$ cat src/rtl/ert_pkg.sv
// ----------------------------------------------------------------------------
// ert_pkg
// Shared constants and types of the executable region table: table size,
// request kinds, status codes, and the probe and update records that run
// along the row of entry cells.
// ----------------------------------------------------------------------------
package ert_pkg;

    localparam int TABLE_ENTRIES = 16;
    localparam int IDX_W         = (TABLE_ENTRIES > 1) ? $clog2(TABLE_ENTRIES) : 1;
    localparam int CNT_W         = $clog2(TABLE_ENTRIES + 1);

    localparam int KIND_W   = 2;
    localparam int SPACE_W  = 32;
    localparam int ADDR_W   = 64;
    localparam int STATUS_W = 3;
    localparam int LIVE_W   = 5;

    localparam logic [KIND_W-1:0] KIND_CHECK  = 2'd0;
    localparam logic [KIND_W-1:0] KIND_RECORD = 2'd1;
    localparam logic [KIND_W-1:0] KIND_LOOKUP = 2'd2;
    localparam logic [KIND_W-1:0] KIND_FORGET = 2'd3;

    localparam logic [STATUS_W-1:0] ST_OK        = 3'd0;
    localparam logic [STATUS_W-1:0] ST_INVALID   = 3'd1;
    localparam logic [STATUS_W-1:0] ST_ALREADY   = 3'd2;
    localparam logic [STATUS_W-1:0] ST_EXHAUSTED = 3'd3;
    localparam logic [STATUS_W-1:0] ST_NOT_EXEC  = 3'd4;

    // search token passed from cell to cell
    typedef struct packed {
        logic               valid;
        logic [SPACE_W-1:0] space;
        logic               hit;
        logic [IDX_W-1:0]   hit_idx;
        logic               free_found;
        logic [IDX_W-1:0]   free_idx;
        logic [ADDR_W-1:0]  base;
        logic [ADDR_W-1:0]  length;
    } t_probe;

    // entry update broadcast to all cells
    typedef struct packed {
        logic               valid;
        logic               clear;
        logic [IDX_W-1:0]   idx;
        logic [SPACE_W-1:0] space;
        logic [ADDR_W-1:0]  base;
        logic [ADDR_W-1:0]  length;
    } t_commit;

endpackage

$ cat src/rtl/ert_cell.sv
// ----------------------------------------------------------------------------
// ert_cell
// One table entry. Holds used bit, space identity and region, updates the
// passing probe with a match or a free slot, and registers it for the next
// cell.
// ----------------------------------------------------------------------------
module ert_cell import ert_pkg::*; (
    input  logic             i_clk,
    input  logic             i_rst_n,
    input  logic [IDX_W-1:0] i_cell_idx,
    input  t_probe           i_probe,
    input  t_commit          i_commit,
    output t_probe           o_probe
);

    logic               r_used;
    logic [SPACE_W-1:0] r_space;
    logic [ADDR_W-1:0]  r_base;
    logic [ADDR_W-1:0]  r_length;
    t_probe             r_probe;
    t_probe             n_probe;
    logic               w_match;

    assign w_match = r_used && (r_space == i_probe.space);

    always_comb begin
        n_probe = i_probe;
        if (w_match && !i_probe.hit) begin
            n_probe.hit     = 1'b1;
            n_probe.hit_idx = i_cell_idx;
            n_probe.base    = r_base;
            n_probe.length  = r_length;
        end
        if (!r_used && !i_probe.free_found) begin
            n_probe.free_found = 1'b1;
            n_probe.free_idx   = i_cell_idx;
        end
    end

    always_ff @(posedge i_clk) begin
        if (!i_rst_n) begin
            r_used        <= 1'b0;
            r_probe.valid <= 1'b0;
        end else begin
            r_probe <= n_probe;
            if (i_commit.valid && (i_commit.idx == i_cell_idx)) begin
                r_used <= !i_commit.clear;
            end
        end
    end

    always_ff @(posedge i_clk) begin
        if (i_commit.valid && !i_commit.clear && (i_commit.idx == i_cell_idx)) begin
            r_space  <= i_commit.space;
            r_base   <= i_commit.base;
            r_length <= i_commit.length;
        end
    end

    assign o_probe = r_probe;

endmodule

$ cat src/rtl/ert_ctrl.sv
// ----------------------------------------------------------------------------
// ert_ctrl
// Request sequencer. Takes a request, launches a probe into the cell row,
// decides the outcome when the probe leaves the last cell, issues the entry
// update, keeps the live count and holds the result register.
// ----------------------------------------------------------------------------
module ert_ctrl import ert_pkg::*; (
    input  logic                i_clk,
    input  logic                i_rst_n,
    input  logic                i_in_valid,
    output logic                o_in_ready,
    input  logic [KIND_W-1:0]   i_kind,
    input  logic [SPACE_W-1:0]  i_space_id,
    input  logic [ADDR_W-1:0]   i_region_base,
    input  logic [ADDR_W-1:0]   i_region_length,
    output logic                o_out_valid,
    input  logic                i_out_ready,
    output logic [STATUS_W-1:0] o_status,
    output logic                o_refuse,
    output logic [ADDR_W-1:0]   o_found_base,
    output logic [ADDR_W-1:0]   o_found_length,
    output logic [LIVE_W-1:0]   o_live_entries,
    output t_probe              o_probe,
    input  t_probe              i_probe,
    output t_commit             o_commit
);

    typedef enum logic [1:0] {
        S_IDLE,
        S_SCAN,
        S_HOLD
    } t_state;

    t_state              r_state;
    logic [KIND_W-1:0]   r_kind;
    logic [SPACE_W-1:0]  r_space;
    logic [ADDR_W-1:0]   r_base;
    logic [ADDR_W-1:0]   r_length;
    logic                r_launch;
    logic [CNT_W-1:0]    r_count;
    logic [CNT_W-1:0]    n_count;

    logic [STATUS_W-1:0] r_res_status;
    logic                r_res_refuse;
    logic [ADDR_W-1:0]   r_res_base;
    logic [ADDR_W-1:0]   r_res_length;
    logic [LIVE_W-1:0]   r_res_live;

    logic                r_out_valid;
    logic [STATUS_W-1:0] r_out_status;
    logic                r_out_refuse;
    logic [ADDR_W-1:0]   r_out_base;
    logic [ADDR_W-1:0]   r_out_length;
    logic [LIVE_W-1:0]   r_out_live;

    logic                w_accept;
    logic                w_done;
    logic                w_invalid;
    logic                w_write;
    logic                w_clear;
    logic [IDX_W-1:0]    w_idx;
    logic [STATUS_W-1:0] w_status;
    logic                w_refuse;
    logic [ADDR_W-1:0]   w_base;
    logic [ADDR_W-1:0]   w_length;

    assign o_in_ready = (r_state == S_IDLE);
    assign w_accept   = i_in_valid && o_in_ready;
    assign w_done     = (r_state == S_SCAN) && i_probe.valid;
    assign w_invalid  = (r_space == '0);

    always_comb begin
        w_status = ST_OK;
        w_refuse = 1'b0;
        w_base   = '0;
        w_length = '0;
        w_write  = 1'b0;
        w_clear  = 1'b0;
        w_idx    = i_probe.free_idx;
        n_count  = r_count;
        case (r_kind)
            KIND_CHECK: begin
                w_refuse = w_invalid || i_probe.hit;
            end
            KIND_RECORD: begin
                if (w_invalid || (r_length == '0)) begin
                    w_status = ST_INVALID;
                end else if (i_probe.hit) begin
                    w_status = ST_ALREADY;
                end else if (!i_probe.free_found) begin
                    w_status = ST_EXHAUSTED;
                end else begin
                    w_write = 1'b1;
                    n_count = CNT_W'(r_count + 1'b1);
                end
            end
            KIND_LOOKUP: begin
                if (w_invalid) begin
                    w_status = ST_INVALID;
                end else if (!i_probe.hit) begin
                    w_status = ST_NOT_EXEC;
                end else begin
                    w_base   = i_probe.base;
                    w_length = i_probe.length;
                end
            end
            KIND_FORGET: begin
                if (w_invalid) begin
                    w_status = ST_INVALID;
                end else if (i_probe.hit) begin
                    w_write = 1'b1;
                    w_clear = 1'b1;
                    w_idx   = i_probe.hit_idx;
                    if (r_count != '0) begin
                        n_count = CNT_W'(r_count - 1'b1);
                    end
                end
            end
            default: begin
            end
        endcase
    end

    always_comb begin
        o_commit.valid  = w_done && w_write;
        o_commit.clear  = w_clear;
        o_commit.idx    = w_idx;
        o_commit.space  = r_space;
        o_commit.base   = r_base;
        o_commit.length = r_length;
    end

    always_comb begin
        o_probe            = '0;
        o_probe.valid      = r_launch;
        o_probe.space      = r_space;
    end

    always_ff @(posedge i_clk) begin
        if (!i_rst_n) begin
            r_state     <= S_IDLE;
            r_launch    <= 1'b0;
            r_count     <= '0;
            r_out_valid <= 1'b0;
        end else begin
            r_launch <= w_accept;
            if (r_out_valid && i_out_ready) begin
                r_out_valid <= 1'b0;
            end
            case (r_state)
                S_IDLE: begin
                    if (w_accept) begin
                        r_kind   <= i_kind;
                        r_space  <= i_space_id;
                        r_base   <= i_region_base;
                        r_length <= i_region_length;
                        r_state  <= S_SCAN;
                    end
                end
                S_SCAN: begin
                    if (w_done) begin
                        r_count      <= n_count;
                        r_res_status <= w_status;
                        r_res_refuse <= w_refuse;
                        r_res_base   <= w_base;
                        r_res_length <= w_length;
                        r_res_live   <= LIVE_W'(n_count);
                        r_state      <= S_HOLD;
                    end
                end
                S_HOLD: begin
                    if (!r_out_valid || i_out_ready) begin
                        r_out_valid  <= 1'b1;
                        r_out_status <= r_res_status;
                        r_out_refuse <= r_res_refuse;
                        r_out_base   <= r_res_base;
                        r_out_length <= r_res_length;
                        r_out_live   <= r_res_live;
                        r_state      <= S_IDLE;
                    end
                end
                default: begin
                    r_state <= S_IDLE;
                end
            endcase
        end
    end

    assign o_out_valid    = r_out_valid;
    assign o_status       = r_out_status;
    assign o_refuse       = r_out_refuse;
    assign o_found_base   = r_out_base;
    assign o_found_length = r_out_length;
    assign o_live_entries = r_out_live;

endmodule

$ cat src/rtl/executable_region_table_top.sv
// ----------------------------------------------------------------------------
// executable_region_table_top
// Table of executable regions, one per address-space identity, built as a
// row of entry cells searched by a probe that moves one cell per cycle.
//
// Usage:
//   Request channel (i_in_valid / o_in_ready) carries kind, space identity,
//   region base and length. Result channel (o_out_valid / i_out_ready)
//   carries status, refuse flag, found region and the live entry count.
//   Exactly one result per request, in request order.
//   One request is handled at a time. A transfer on the request side
//   launches a probe through the TABLE_ENTRIES cells; the outcome and the
//   entry update follow when it leaves the last cell. The outcome is
//   registered in the result holding registers and from there loaded
//   into the output register, after which o_in_ready returns high.
//   A pending result may wait in the output register while the next
//   request is taken; a stalled receiver then holds that request in its
//   final step until the output register frees up.
//   Reset clears all entry used bits, the live count and both handshakes.
// ----------------------------------------------------------------------------
module executable_region_table_top import ert_pkg::*; (
    input  logic                i_clk,
    input  logic                i_rst_n,
    input  logic                i_in_valid,
    output logic                o_in_ready,
    input  logic [KIND_W-1:0]   i_kind,
    input  logic [SPACE_W-1:0]  i_space_id,
    input  logic [ADDR_W-1:0]   i_region_base,
    input  logic [ADDR_W-1:0]   i_region_length,
    output logic                o_out_valid,
    input  logic                i_out_ready,
    output logic [STATUS_W-1:0] o_status,
    output logic                o_refuse,
    output logic [ADDR_W-1:0]   o_found_base,
    output logic [ADDR_W-1:0]   o_found_length,
    output logic [LIVE_W-1:0]   o_live_entries
);

    t_probe  w_probe [TABLE_ENTRIES+1];
    t_commit w_commit;

    ert_ctrl u_ctrl (
        .i_clk           (i_clk),
        .i_rst_n         (i_rst_n),
        .i_in_valid      (i_in_valid),
        .o_in_ready      (o_in_ready),
        .i_kind          (i_kind),
        .i_space_id      (i_space_id),
        .i_region_base   (i_region_base),
        .i_region_length (i_region_length),
        .o_out_valid     (o_out_valid),
        .i_out_ready     (i_out_ready),
        .o_status        (o_status),
        .o_refuse        (o_refuse),
        .o_found_base    (o_found_base),
        .o_found_length  (o_found_length),
        .o_live_entries  (o_live_entries),
        .o_probe         (w_probe[0]),
        .i_probe         (w_probe[TABLE_ENTRIES]),
        .o_commit        (w_commit)
    );

    for (genvar g = 0; g < TABLE_ENTRIES; g++) begin : g_cell
        ert_cell u_cell (
            .i_clk      (i_clk),
            .i_rst_n    (i_rst_n),
            .i_cell_idx (IDX_W'(g)),
            .i_probe    (w_probe[g]),
            .i_commit   (w_commit),
            .o_probe    (w_probe[g+1])
        );
    end

endmodule

$ cat config.mk
export PLATFORM = sky130hd
export DESIGN_NAME = executable_region_table_top
export DESIGN_NICKNAME = d
export VERILOG_FILES = /design/src/rtl/ert_pkg.sv /design/src/rtl/ert_cell.sv /design/src/rtl/ert_ctrl.sv /design/src/rtl/executable_region_table_top.sv
export SDC_FILE = /design/constraint.sdc
export NUM_CORES = 2
export LEC_CHECK = 0
export ABC_AREA = 1
export BUFFER_PORTS_ARGS = -buffer_cell sky130_fd_sc_hd__buf_2
export CAP_MARGIN = 20
export CORE_ASPECT_RATIO = 2
export CORE_MARGIN = 2
export CORE_UTILIZATION = 50
export DETAILED_ROUTE_END_ITERATION = 10
export PLACE_DENSITY_LB_ADDON = 0.12
export SLEW_MARGIN = 20
export SYNTH_ARGS = -nofsm -noshare
export SYNTH_HDL_FRONTEND = slang
export SYNTH_SLANG_ARGS = --single-unit
$ cat constraint.sdc
create_clock -name i_clk -period 15.3 [get_ports i_clk]
set_input_delay 1.53 -clock i_clk [delete_from_list [all_inputs] [get_ports i_clk]]
set_output_delay 1.53 -clock i_clk [all_outputs]
set_load 0.02 [all_outputs]
==> flow_metrics.tcl <==
set metrics [dict create \
    cts_root_buffer "clkbuf_16" \
    routedLengthMet1_um 202000 \
    rsz0062_at_grt "false" \
    cp.buffers_inverters 7 \
    postSynthCellCount 14600 \
    cp.arrival_ns 6.98 \
    grt_pass1_vias 115000 \
    antenna_found_initial 29 \
    worstSetupStartpointType "flip-flop" \
    drt_first_pass_iters 5 \
    nets 15300 \
    top_layer "met5" \
    multi_input_area_um2 31300 \
    crit_path_top_delay_cell "edfxtp_1" \
    cts_setup_buffers 0 \
    slew_headroom 0.168 \
    postCtsHoldBufs 0 \
    crit_family "buffers and inverters" \
    synth_area_per_cell_um2 14.3 \
    ir_drop_mv 0.110 \
    ys_ff_latch 5695 \
    rows 335 \
    start_util 0.502 \
    cts.sinks 5695 \
    fin_crit_ns 6.37 \
    yosysSeqAreaShare 0.816 \
    crit_fanout 65 \
    final_common_cell "edfxtp_1" \
    hold_ws_ns 0.377 \
    die-area_um2 424000 \
    end_kind "flip-flop" \
    cp_cell_sequence "buf_4, inv_2, nand2_1, nor2_1, nand2_1, nor2_2, nand2_4, nand3_4, a21oi_4, buf_4, nand3_1, inv_8, buf_4, buf_4, buf_4" \
    hp-class "reg2reg" \
    numCtsBuffers 478 \
    worst_pin_slew_ns 1.25 \
    seq_area_um2 171000 \
    path_clk_slew_ns 0.07 \
    grt_max_degree 180 \
    syn2layout_area_growth_pct 11.3 \
    leakage_nw 88.0 \
    final_antenna_net_count 0 \
    dr_total_vias 116000 \
    drive_gt1_frac 0.0903 \
    drc 0 \
    io-pin-count 305 \
    syn-num-nets 14800 \
    async_flop_share 0 \
    via_per_inst 5.50 \
    cts_max_level 5 \
    dieHeight_um 918 \
    grt.overflow.total 0 \
    synth_edf_count 5654 \
    setup_violations 0 \
    routed_wl_um 591000 \
    fin_cells 21100 \
    yosysUniqueCellTypes 53 \
    cts_buffer_depth 4 \
    initialDrtViolationCount 10300 \
    synth_warnings 0 \
    skew_ns 0.0829 \
    met2_length_um 320000 \
    ctsResizeCount 0 \
    grt_pass1_wl_um 827000 \
    dp.cells 20200 \
    synth-main-ff-cell "edfxtp_1" \
    core-area_um2 416000 \
    tritoncts "yes" \
    syn_area_um2 209000 \
    drv_cap 0 \
    p_per_area_nw_per_um2 131 \
    wl_met3_um 29600 \
    drt-wirelength-per-cell_um 28.0 \
    die_x_um 461 \
    required_ns 15.91 \
    max_freq_mhz 157 \
    pre_cts_slack_ns 8.13 \
    mostFrequentLayoutCells "5654 x edfxtp_1, 3983 x nand2_1, 1260 x inv_1, 965 x nand3_1, 851 x nor2_1" \
    fin_crit_sh 0.416 \
    grt_use_total 0.277 \
    slowest_delay_ns 0.90 \
    path_common_cell "buf_4" \
    hold_violations 0 \
    gp_congestion 0.924 \
    worstSetupPathType "reg2reg" \
    setup_ws_ns 8.93 \
    clock_latency_ns 1.05 \
    tns_ns 0 \
    numPortBuffers 304 \
    dp_hpwl_um 343000 \
    status "finished, final reports clean" \
    drv_slew 0 \
    fin_total_pwr_w 0.0305 \
    fill_cells 33400 \
]
==> metrics by stage <==
step                       util  instance area [um2]
final                     0.559               233000
after global placement    0.523               218000
after detailed placement  0.523               218000
after CTS                 0.559               233000
after floorplan               -               209000
after global routing      0.559               233000
==> cells in the mapped netlist (7+ instances only) <==
cell | n | area [um2]
o21ai_1 | 7 | 35.0
clkbuf_1 | 128 | 480
o2111ai_1 | 15 | 131
xor2_1 | 119 | 1040
nand3_1 | 969 | 4850
nor2_1 | 856 | 3210
nand4_1 | 80 | 500
a21oi_1 | 412 | 2060
nor3b_1 | 9 | 67.6
buf_2 | 420 | 2100
dfxtp_1 | 41 | 821
a22o_1 | 12 | 105
inv_2 | 10 | 37.5
buf_1 | 13 | 48.8
xnor2_1 | 81 | 709
inv_1 | 1270 | 4770
nor3_1 | 54 | 270
nor4_1 | 55 | 344
o22ai_1 | 57 | 357
o21ai_0 | 200 | 1000
nand2_1 | 3992 | 15000
edfxtp_1 | 5654 | 170000
a211oi_1 | 10 | 75.1
nand3b_1 | 10 | 75.1
or2_2 | 106 | 663
nand2_2 | 8 | 50.1
==> kinds of logic after synthesis <==
kind of cell / Yosys count / synth area share
AOI/OAI and AO/OA: 733 / 0.0188
xor gates and xnor gates: 200 / 0.00838
adders and majority gates: 2 / 0.000120
buffers and inverters: 1846 / 0.0357
DFF: 5695 / 0.816
and+or+nand+nor: 6166 / 0.121
==> path summary, 6_finish.rpt <==
| check | slack (ns) | to | cells past startpoint | start |
|---|---|---|---|---|
| max | 8.93 | g_cell[2].u_cell.r_base[31]$_DFFE_PP_ | 15 | u_ctrl.r_space[1]$_DFFE_PP_ |
| max reg2reg | 8.93 | g_cell[2].u_cell.r_base[31]$_DFFE_PP_ | 15 | u_ctrl.r_space[1]$_DFFE_PP_ |
| min | 0.38 | g_cell[12].u_cell.o_probe[170]$_SDFF_PN0_ | 2 | g_cell[11].u_cell.o_probe[170]$_SDFF_PN0_ |
| min reg2reg | 0.38 | g_cell[12].u_cell.o_probe[170]$_SDFF_PN0_ | 2 | g_cell[11].u_cell.o_probe[170]$_SDFF_PN0_ |
==> flip-flops by register name (all words and copies together), names as in the netlist, 16 cells and up <==
signal,cells
u_ctrl.r_space,32
g_cell.u_cell.r_base,1024
g_cell.u_cell.r_length,1024
u_ctrl.o_found_base,64
g_cell.u_cell.r_space,512
u_ctrl.r_base,64
u_ctrl.r_length,64
u_ctrl.r_res_length,64
u_ctrl.o_found_length,64
g_cell.u_cell.r_used,16
u_ctrl.r_res_base,64
g_cell.u_cell.o_probe,2674
==> layer usage <==
layer / GRT usage / vias up
li1: - / 51600
met1: 0.303 / 59600
met2: 0.511 / 3775
met3: 0.0321 / 1224
met4: 0.161 / 16
met5: 0 / -
==> power breakdown <==
group          leakage, nW  switching, W  internal, W
Sequential            53.4      0.000230       0.0176
Combinational         27.2      0.000506     0.000186
Clock                 7.33       0.00556      0.00646
Total                 88.0       0.00629       0.0242
==> worst register-to-register path: cells and delay by family, from the launching register on <==
family	cells	cell delay [ns]
flip-flops	1	0.90
AND/OR/NAND/NOR	7	1.18
AO/OA/AOI/OAI	1	0.25
buffers and inverters	7	3.59
==> cell type report <==
class	instances	area share
multi-input combinational	7101	0.135
tap	5560	0.0299
timing repair buffer	576	0.0168
clock inverter	278	0.0105
inverter	1282	0.0210
antenna	15	0.000161
sequential	5695	0.733
clock buffer	590	0.0539
(Power assumes the default switching activity.)
